`config.mk`:
```
export PLATFORM = sky130hd
export DESIGN_NAME = hohp_ctrl
export DESIGN_NICKNAME = d
export VERILOG_FILES = /design/src/hdl/hohp_pkg.sv /design/src/hdl/hohp_ctrl.sv
export VERILOG_INCLUDE_DIRS = /design/src /design/src/hdl
export SDC_FILE = /design/constraint.sdc
export NUM_CORES = 1
export LEC_CHECK = 0
export ABC_CLOCK_PERIOD_IN_PS = 3850
export BUFFER_PORTS_ARGS = -buffer_cell sky130_fd_sc_hd__buf_2
export CAP_MARGIN = 20
export CORE_MARGIN = 2
export CORE_UTILIZATION = 45
export DETAILED_ROUTE_END_ITERATION = 8
export GPL_TIMING_DRIVEN = 0
export PLACE_DENSITY = 0.66
export SYNTH_ARGS = -nofsm -noshare
export SYNTH_HDL_FRONTEND = slang
export SYNTH_SLANG_ARGS = --single-unit
export TNS_END_PERCENT = 1
```
`constraint.sdc`:
```
create_clock -name clock -period 3.85 [get_ports clock]
set_clock_uncertainty 0.1 [all_clocks]
set_input_delay 0.1925 -clock clock [delete_from_list [all_inputs] [get_ports clock]]
set_output_delay 0.1925 -clock clock [all_outputs]
set_load 0.005 [all_outputs]
```
`src/hdl/henon_orbit_histogram_peaks_defines.svh`:
```
// Assertion macros shared by the Henon orbit histogram RTL.
// Expects the including module to have signals named clock and reset.
`ifndef HENON_ORBIT_HISTOGRAM_PEAKS_DEFINES_SVH
`define HENON_ORBIT_HISTOGRAM_PEAKS_DEFINES_SVH

// same-cycle implication
`define HOHP_ASSERT_NOW(lbl, cond, prop, msg) \
   lbl: assert property (@(posedge clock) disable iff (reset) (cond) |-> (prop)) \
      else $error(msg);

// next-cycle implication
`define HOHP_ASSERT_NEXT(lbl, cond, prop, msg) \
   lbl: assert property (@(posedge clock) disable iff (reset) (cond) |=> (prop)) \
      else $error(msg);

`endif

```
`src/hdl/hohp_pkg.sv`:
```
// Shared constants, command/status types and helpers for the Henon histogram block.
// No dependencies.
`default_nettype none
package hohp_pkg;

   localparam int BIN_COUNT_DEF  = 256;
   localparam int COUNT_BITS_DEF = 16;
   localparam int ITER_BITS      = 16;
   localparam int PARAM_BITS     = 23;
   localparam int ORBIT_BITS     = 32;
   localparam int PEAK_BITS      = 16;

   localparam logic [ITER_BITS-1:0]         ITER_RESET = 16'd5000;
   localparam logic signed [ORBIT_BITS-1:0] START_Q24  = 32'sd3355443;

   typedef struct packed {
      logic load;
      logic mul1;
      logic mul2;
      logic upd;
   } dp_cmd_type;

   typedef struct packed {
      logic clear;
   } bin_cmd_type;

   typedef struct packed {
      logic busy;
   } bin_sts_type;

   function automatic logic signed [31:0] sat32(input logic signed [44:0] v);
      if (v > 45'sd2147483647) begin
         return 32'sh7FFFFFFF;
      end else if (v < -45'sd2147483648) begin
         return 32'sh80000000;
      end else begin
         return v[31:0];
      end
   endfunction

endpackage
`default_nettype wire

```
`src/hdl/hohp_ctrl.sv`:
```
// Controller: item sequencing (clear, iterate, drain, result) and count register.
// Depends on hohp_pkg and the defines header.
`default_nettype none
`include "henon_orbit_histogram_peaks_defines.svh"
module hohp_ctrl (
   input  wire logic                  clock,
   input  wire logic                  reset,
   input  wire logic                  req_tvalid,
   output logic                       req_tready,
   input  wire logic                  csr_valid,
   output logic                       csr_ready,
   input  wire logic [15:0]           csr_data,
   input  wire hohp_pkg::bin_sts_type sts,
   input  wire logic                  rsp_free,
   output hohp_pkg::dp_cmd_type       dp_cmd,
   output hohp_pkg::bin_cmd_type      bin_cmd,
   output logic                       rsp_load
);

   localparam logic [2:0] S_IDLE  = 3'd0;
   localparam logic [2:0] S_CLEAR = 3'd1;
   localparam logic [2:0] S_MUL1  = 3'd2;
   localparam logic [2:0] S_MUL2  = 3'd3;
   localparam logic [2:0] S_UPD   = 3'd4;
   localparam logic [2:0] S_DRAIN = 3'd5;
   localparam logic [2:0] S_FIN   = 3'd6;

   logic [2:0]                     state_ff, state_in;
   logic [hohp_pkg::ITER_BITS-1:0] iter_ff;
   logic [hohp_pkg::ITER_BITS-1:0] itc_ff;
   logic                           accept;

   assign req_tready = (state_ff == S_IDLE);
   assign csr_ready  = 1'b1;
   assign accept     = req_tvalid & req_tready;

   always_comb begin
      state_in = state_ff;
      unique case (state_ff)
         S_IDLE:  if (accept) state_in = S_CLEAR;
         S_CLEAR: begin
            if (!sts.busy) state_in = (itc_ff == '0) ? S_FIN : S_MUL1;
         end
         S_MUL1:  state_in = S_MUL2;
         S_MUL2:  state_in = S_UPD;
         S_UPD:   state_in = (itc_ff == 16'd1) ? S_DRAIN : S_MUL1;
         S_DRAIN: if (!sts.busy) state_in = S_FIN;
         S_FIN:   if (rsp_free) state_in = S_IDLE;
         default: state_in = S_IDLE;
      endcase
   end

   always_comb begin
      dp_cmd.load   = accept;
      dp_cmd.mul1   = (state_ff == S_MUL1);
      dp_cmd.mul2   = (state_ff == S_MUL2);
      dp_cmd.upd    = (state_ff == S_UPD);
      bin_cmd.clear = accept;
      rsp_load      = (state_ff == S_FIN) & rsp_free;
   end

   always_ff @(posedge clock) begin
      if (reset) begin
         state_ff <= S_IDLE;
         iter_ff  <= hohp_pkg::ITER_RESET;
         itc_ff   <= '0;
      end else begin
         state_ff <= state_in;
         if (csr_valid && csr_ready) begin
            iter_ff <= csr_data;
         end
         if (accept) begin
            itc_ff <= iter_ff;
         end else if (state_ff == S_UPD) begin
            itc_ff <= itc_ff - 1'b1;
         end
      end
   end

   `HOHP_ASSERT_NOW(a_idle_quiet, state_ff == S_IDLE, !sts.busy, "binner busy while idle")
   `HOHP_ASSERT_NOW(a_upd_count, state_ff == S_UPD, itc_ff != '0, "step with no count left")
   `HOHP_ASSERT_NOW(a_fin_quiet, state_ff == S_FIN, !sts.busy, "result before drain")

endmodule
`default_nettype wire

```
==> impl_metrics.json, run 1 <==
{
  "status": "completed",
  "drive_gt1_share_pct": 18.9,
  "grt_pass1_vias": 1263,
  "drtAntennaViolNets": 0,
  "synth_fa_ha_area_share_pct": 1.45,
  "grt_max_degree": 12,
  "post_synth_inst_count": 198,
  "path_class": "flip-flop to output pin",
  "initial_utilization_pct": 47.1,
  "synth_edf_count": 0,
  "first_iter_violations": 71,
  "cts.clk_slew.worst_paths_ns": 0.07,
  "synth.avg_cell_area_um2": 8.70,
  "vias": 1514,
  "p_leak_nw": 0.838,
  "timing.fmax_mhz": 462,
  "setup_viol": 0,
  "powerDensity_nw_per_um2": 424,
  "ir_worst_vdd_uv": 276,
  "synth-xor-area-share_pct": 1.02,
  "portBuffers": 27,
  "synth_top_family_by_area": "simple AND/OR/NAND/NOR gates",
  "crit_top_cell": "buf_2",
  "hold_ws_ns": 0.0113,
  "overflow": 0,
  "synth_compound_area_share_pct": 18.1,
  "core_um2": 3660,
  "setup_ws_ns": 1.68,
  "slew_violations": 0,
  "die_area_um2": 4340,
  "ys_seq_area_share_pct": 40.7,
  "worst_pin_slew_ns": 0.843,
  "worstPathCellList": "clkbuf_1 -> nor3_1 -> nand2_1 -> inv_2 -> buf_2 -> buf_4 -> buf_2",
  "cts_tree": "done",
  "ys_ff_latch": 35,
  "crit_path_start_kind": "flip-flop",
  "clkLatencyLatePin_ns": 0.29,
  "setup_tns_ns": 0,
  "grt_pass1_wl_um": 6230,
  "ys.flop_type": "dfxtp_1",
  "yosys.area_share.simple_pct": 23.2,
  "final_core_util_pct": 54.6,
  "hold_path_depth": 3,
  "fin_total_pwr_mw": 0.847,
  "drc_errors": 0,
  "synth_mux_area_share_pct": 9.30,
  "cts-buffers-inserted": 5,
  "cts_root_buf": "clkbuf_8",
  "clk_path_buf_depth": 2,
  "n_antenna_cell": 0,
  "num_io_pins": 30,
  "gp_congestion": 0.866,
  "min_path_type": "input pin to flip-flop",
  "synthArstFlopShare_pct": 0,
  "dieHeight_um": 65.9,
  "crit_fanout": 11,
  "grtUsageTotal_pct": 19.2,
  "critical_path.slowest_cell": "dfxtp_1",
  "r2r_cells": 4,
  "layout_commonest_cell": "dfxtp_1",
  "htree_levels": 2,
  "area_growth_pct": 16.0,
  "max-slew-margin-rel_pct": 43.2,
  "antenna_found_initial": 0,
  "place_ws_ns": 1.84,
  "nNetsFinal": 256,
  "detail_route.vias_per_cell": 5.39,
  "timing.final.crit_share_pct": 56.3,
  "end_kind": "output pin",
  "max_cap_viol_count": 0,
  "max_stage_delay_ns": 0.31,
  "syn-num-nets": 222,
  "ctsHoldBuffers": 0,
  "ys_types": 46,
  "required_ns": 3.56,
  "postCtsSetupRepairBufs": 0,
  "wl_per_cell_um": 13.8,
  "cts_resized": 0,
  "hold_viol_final": 0,
  "period_minus_slack_ns": 2.17,
  "row_count": 22,
  "syn_area_um2": 1720,
  "drt_wl_total_um": 3880,
  "ys_warn_count": 0,
  "mostFrequentLayoutCells": "dfxtp_1 (35), buf_2 (29), nor2_1 (23)",
  "first_pass_iters": 4,
  "hpwl_um": 2760,
  "worst_ep_arrival_time_ns": 1.87,
  "rsz0062_at_grt": "no",
  "clock_sinks": 35,
  "die_x_um": 65.9
}
[final cells by class]
| class | instances | area (um2) |
|---|---|---|
| plain buffers | 13 | 73.8 |
| clock buffers | 7 | 76.3 |
| clock inverters | 1 | 5.00 |
| fillers | 373 | 1660 |
| inverters | 7 | 31.3 |
| multi-input cells | 143 | 917 |
| flip-flops and latches | 35 | 701 |
| well taps | 48 | 60.1 |
| repair buffers | 27 | 135 |
[sequential cells by signal, indices dropped and copies added (netlist names)]
register / count
itc_ff: 16
iter_ff: 16
state_ff: 3
[cell usage after synthesis (3+ instances only)]
master / number / share of area [%]
dfxtp_1: 35 / 41
nor2_1: 23 / 5.0
nand2_1: 20 / 4.4
mux2i_1: 16 / 9.3
a21oi_1: 12 / 3.5
clkbuf_1: 6 / 1.3
nand4_1: 6 / 2.2
a22oi_1: 5 / 2.2
a31oi_1: 5 / 1.8
inv_1: 5 / 1.1
or3_1: 5 / 1.8
nor3_1: 4 / 1.2
o211ai_1: 4 / 1.7
nand3_1: 3 / 0.87
nor4_1: 3 / 1.1
o21ai_0: 3 / 0.87
o311ai_0: 3 / 1.5
[where the power goes]
part / switching (mW) / internal (mW) / leakage [nW]
Clock: 0.129 / 0.127 / 0.0422
Sequential: 0.0247 / 0.389 / 0.288
Combinational: 0.105 / 0.0725 / 0.509
Total: 0.259 / 0.588 / 0.838
[routing by layer]
metal  vias up  wire [um]  global-route usage, %
met5         -          0                      0
met4         0         68                   7.81
met3         8        261                   4.60
met2        41       1600                   27.3
met1       673       1950                   27.5
li1        792          -                      -
[through the flow]
| stage | area, um2 | std cells |
|---|---|---|
| global placement | 1920 | 273 |
| global route | 2000 | 281 |
| finish | 2000 | 281 |
| floorplan | 1720 | 198 |
| detailed placement | 1920 | 273 |
| CTS | 2000 | 281 |
[cell families after synthesis]
group                      count (synthesis)
and+or+nand+nor                           77
AOI/OAI and AO/OA                         45
DFF                                       35
buffers and inverters                     20
muxes                                     16
adders and majority gates                  2
xor gates and xnor gates                   2
other                                      1
[worst paths after layout]
path	to	from	slack [ns]
max	dp_cmd[3]	state_ff[2]$_SDFFE_PP0P_	1.68
min	iter_ff[8]$_SDFFE_PP1P_	csr_data[8]	0.01
max reg2reg	itc_ff[12]$_SDFFE_PP0P_	itc_ff[7]$_SDFFE_PP0P_	1.87
min reg2reg	itc_ff[9]$_SDFFE_PP0P_	iter_ff[9]$_SDFFE_PP1P_	0.37
[worst max-delay path, delay by kind of cell, from the launching register on]
kind / cells / cell delay, ns
flip-flops: 1 / 0.31
buffers and inverters: 5 / 0.89
AND/OR/NAND/NOR: 2 / 0.38
Note: power is estimated with default switching activity, not from simulation.
==> inputs of run 2 (changes only) <==
ABC_CLOCK_PERIOD_IN_PS = 2100   (was 3850)
clock period = 2.1 ns   (was 3.85 ns; I/O delays follow)
==> impl_metrics.json, run 2 (synthesis gave the netlist of run 1 again) <==
{
  "status": "completed",
  "period_minus_slack_ns": 1.96,
  "dieHeight_um": 65.9,
  "nFillCells": 348,
  "clk_path_buf_depth": 2,
  "cts_root_buf": "clkbuf_8",
  "mostFrequentLayoutCells": "dfxtp_1 (35), buf_2 (28), nor2_1 (23)",
  "hold_viol_final": 0,
  "place_area_um2": 1920,
  "postCtsSetupRepairBufs": 0,
  "drtAntennaViolNets": 0,
  "detail_route.vias_per_cell": 5.32,
  "crit_fanout": 11,
  "final_core_util_pct": 59.5,
  "grt_max_degree": 12,
  "p_leak_nw": 0.909,
  "first_pass_iters": 5,
  "max_cap_viol_count": 0,
  "min_path_type": "input pin to flip-flop",
  "antenna_found_initial": 0,
  "crit_path_start_kind": "flip-flop",
  "multi_input_area_um2": 935,
  "grt_pass1_wl_um": 6490,
  "powerDensity_nw_per_um2": 727,
  "drc_errors": 0,
  "nNetsFinal": 272,
  "core_um2": 3660,
  "row_count": 22,
  "overflow": 0,
  "first_iter_violations": 73,
  "n_antenna_cell": 0,
  "cts-buffers-inserted": 5,
  "required_ns": 1.89,
  "wl_per_cell_um": 13.7,
  "drt_wl_total_um": 4070,
  "timing.final.crit_share_pct": 93.2,
  "clkLatencyLatePin_ns": 0.29,
  "rsz0062_at_grt": "yes",
  "cts_tree": "done",
  "worst_pin_slew_ns": 0.624,
  "ir_worst_vdd_uv": 510,
  "layout_commonest_cell": "dfxtp_1",
  "timing.fmax_mhz": 511,
  "clock_sinks": 35,
  "htree_levels": 2,
  "area_growth_pct": 26.5,
  "path_class": "flip-flop to output pin",
  "initial_utilization_pct": 47.1,
  "gp_congestion": 0.866,
  "slew_violations": 0,
  "vias": 1579,
  "hpwl_um": 2760,
  "worst_ep_arrival_time_ns": 1.75,
  "num_io_pins": 30,
  "cts.clk_slew.worst_paths_ns": 0.07,
  "seq_area_um2": 701,
  "grt_pass1_vias": 1337,
  "reg.largest.list": "itc_ff x16, iter_ff x16, state_ff x3",
  "grtUsageTotal_pct": 20.0,
  "portBuffers": 27,
  "die_x_um": 65.9,
  "max-slew-margin-rel_pct": 58.0,
  "setup_viol": 0,
  "die_area_um2": 4340,
  "drive_gt1_share_pct": 18.9,
  "end_kind": "output pin",
  "design_area_um2": 2180
}
## run 2: final timing paths
| kind | startpoint | endpoint | slack [ns] | cells after the start |
|---|---|---|---|---|
| setup reg to reg | state_ff[1]$_SDFFE_PP0P_ | itc_ff[10]$_SDFFE_PP0P_ | 0.16 | 7 |
| hold reg to reg | iter_ff[9]$_SDFFE_PP1P_ | itc_ff[9]$_SDFFE_PP0P_ | 0.37 | 2 |
| setup / recovery | state_ff[2]$_SDFFE_PP0P_ | dp_cmd[3] | 0.14 | 7 |
| hold / removal | req_tvalid | state_ff[0]$_SDFFE_PP0P_ | 0.02 | 3 |
## run 2: repair_timing
action                                  in CTS  in global routing
endpoints found under the hold margin       16                  0
hold buffers                                16                  0
endpoints found under the setup margin       0                  9
resized for setup                            0                  4
## run 2: routing by layer
metal / vias up / global-route usage (%) / part of all wire, %
met5: - / 0 / 0
met4: 0 / 7.81 / 1.1
met3: 6 / 4.60 / 7.5
met2: 49 / 29.7 / 43
met1: 697 / 27.8 / 48
li1: 827 / - / -
## run 2: power by group
group	total, mW	switching, mW	internal, mW
combinational	0.355	0.197	0.158
clock	0.469	0.236	0.232
sequential	0.762	0.0491	0.713
total	1.59	0.482	1.10
## run 2: critical path, stage by stage, from the launching register on
cell and delay (ns):
dfxtp_1 0.31, clkbuf_1 0.21, nor3_2 0.18, nand2_1 0.13, inv_2 0.16, clkbuf_4 0.25, buf_4 0.13, buf_2 0.10
## run 2: metrics by stage
step | setup TNS [ns] | setup slack (ns) | power (mW) | instances | hold WS [ns]
global route | -0.00440 | -0.00440 | 1.68 | 297 | 0.0932
finish | 0 | 0.142 | 1.59 | 297 | 0.0166
floorplan | 0 | 0.279 | 0.997 | 198 | 0.133
global placement | 0 | 0.0905 | 1.10 | 273 | 0.224
detailed placement | 0 | 0.0855 | 1.10 | 273 | 0.224
CTS | 0 | 0.0135 | 1.58 | 297 | 0.00812
## run 2: layout make-up
| type | instances | share of cell area, % |
|---|---|---|
| repair buffers | 43 | 13.5 |
| inverters | 7 | 1.44 |
| plain buffers | 13 | 3.50 |
| clock inverters | 1 | 0.230 |
| flip-flops and latches | 35 | 32.1 |
| well taps | 48 | 2.76 |
| multi-input cells | 143 | 42.9 |
| clock buffers | 7 | 3.50 |
==> inputs of run 3 (changes only) <==
PLACE_DENSITY = default   (was 0.66)
PLACE_DENSITY_LB_ADDON = 0.3   (was default)
==> impl_metrics.json, run 3 (synthesis gave the netlist of run 1 again) <==
{
  "cts_tree": "done",
  "cts_root_buf": "clkbuf_8",
  "critical_path.slowest_cell": "or3_1",
  "clk_path_buf_depth": 2,
  "portBuffers": 27,
  "grt_pass1_vias": 1500,
  "row_count": 22,
  "first_pass_iters": 4,
  "path_class": "flip-flop to flip-flop",
  "rsz0062_at_grt": "no",
  "worst_pin_slew_ns": 0.604,
  "die_area_um2": 4340,
  "fin_total_pwr_mw": 1.60,
  "setup_viol": 0,
  "slew_violations": 0,
  "postCtsSetupRepairBufs": 0,
  "area_growth_pct": 26.9,
  "period_minus_slack_ns": 1.95,
  "clock_sinks": 35,
  "vias": 1638,
  "gp_congestion": 0.857,
  "drt_wl_total_um": 4140,
  "min_path_type": "input pin to flip-flop",
  "setup_tns_ns": 0,
  "clkLatencyLatePin_ns": 0.29,
  "drtAntennaViolNets": 0,
  "required_ns": 2.21,
  "design_area_um2": 2190,
  "status": "completed",
  "setup_ws_ns": 0.150,
  "mostFrequentLayoutCells": "dfxtp_1 (35), buf_2 (28), nor2_1 (23)",
  "htree_levels": 2,
  "n_antenna_cell": 0,
  "cts.clk_slew.worst_paths_ns": 0.07,
  "antenna_found_initial": 0,
  "ir_worst_vdd_uv": 643,
  "p_sw_share_pct": 29.7,
  "combinationalPowerShare_pct": 22.2,
  "drc_errors": 0,
  "cts-buffers-inserted": 5,
  "detail_route.vias_per_cell": 5.53,
  "grt_max_degree": 12,
  "max-slew-margin-rel_pct": 59.4,
  "layout_commonest_cell": "dfxtp_1",
  "first_iter_violations": 98,
  "grt_pass1_wl_um": 6940,
  "seq_power_share_pct": 47.5,
  "worstPathCellList": "or3_1 -> or3_1 -> or4_1 -> a31oi_1",
  "max_cap_viol_count": 0,
  "die_x_um": 65.9,
  "worst_ep_arrival_time_ns": 2.06,
  "grtUsageTotal_pct": 21.1,
  "timing.fmax_mhz": 513,
  "timing.final.crit_share_pct": 92.9,
  "p_int_mw": 1.13,
  "end_kind": "flip-flop",
  "wl_per_cell_um": 14.0,
  "p_leak_nw": 0.914,
  "drive_gt1_share_pct": 19.4,
  "powerDensity_nw_per_um2": 734,
  "hpwl_um": 2870,
  "nNetsFinal": 272,
  "max_stage_delay_ns": 0.44,
  "place_area_um2": 1920,
  "p_switching_mw": 0.477,
  "crit_fanout": 7,
  "overflow": 0,
  "crit_path_start_kind": "flip-flop",
  "hold_viol_final": 0,
  "dieHeight_um": 65.9,
  "clockPowerShare_pct": 30.3,
  "num_io_pins": 30,
  "crit_top_cell": "or3_1",
  "core_um2": 3660,
  "final_core_util_pct": 59.7,
  "reg.largest.list": "itc_ff x16, iter_ff x16, state_ff x3",
  "place_ws_ns": 0.109,
  "initial_utilization_pct": 47.1
}
==> run 3: final cells by class <==
class                   count  area (um2)
well taps                  48        60.1
flip-flops and latches     35         701
fillers                   344        1480
clock inverters             1        5.00
clock buffers               6        82.6
repair buffers             43         295
multi-input cells         143         935
inverters                   7        31.3
plain buffers              13        76.3
==> run 3: worst paths after layout <==
| path | cells after the start | slack, ns | endpoint | start |
|---|---|---|---|---|
| max | 4 | 0.15 | itc_ff[10]$_SDFFE_PP0P_ | itc_ff[4]$_SDFFE_PP0P_ |
| min | 3 | 0.01 | state_ff[0]$_SDFFE_PP0P_ | req_tvalid |
| max reg2reg | 4 | 0.15 | itc_ff[10]$_SDFFE_PP0P_ | itc_ff[4]$_SDFFE_PP0P_ |
| min reg2reg | 2 | 0.37 | itc_ff[9]$_SDFFE_PP0P_ | iter_ff[9]$_SDFFE_PP1P_ |
==> run 3: through the flow <==
stage / cells / hold slack (ns)
after floorplan: 198 / 0.133
after global placement: 273 / 0.220
after detailed placement: 273 / 0.227
after CTS: 296 / 0.00891
after global routing: 296 / 0.0735
final: 296 / 0.0117
==> run 3: timing repair <==
item                                    CTS  global route
resized for setup                         0             4
hold buffers                             16             0
endpoints found under the hold margin    16             0
endpoints found under the setup margin    0             4
==> run 3: power by group through the flow <==
| stage | Combinational (mW) | Clock, mW | Sequential [mW] |
|---|---|---|---|
| 2_1_floorplan | 0.238 | 0 | 0.760 |
| 5_1_grt | 0.398 | 0.522 | 0.768 |
| 3_5_place_dp | 0.324 | 0 | 0.772 |
| 4_1_cts | 0.347 | 0.497 | 0.758 |
| 6_report | 0.357 | 0.486 | 0.762 |
| 3_3_place_gp | 0.321 | 0 | 0.771 |
==> run 3: worst max-delay path, delay by kind of cell, from the launching register on <==
kind	cells	cell delay, ns
AND/OR/NAND/NOR	3	1.23
flip-flops	1	0.38
AO/OA/AOI/OAI	1	0.16
==> run 3: metal layers <==
layer  global-route usage [%]  share of wire, %
met1                     26.7                46
met2                     33.3                46
met3                     6.30               7.0
met4                     8.85               1.5
met5                        0                 0
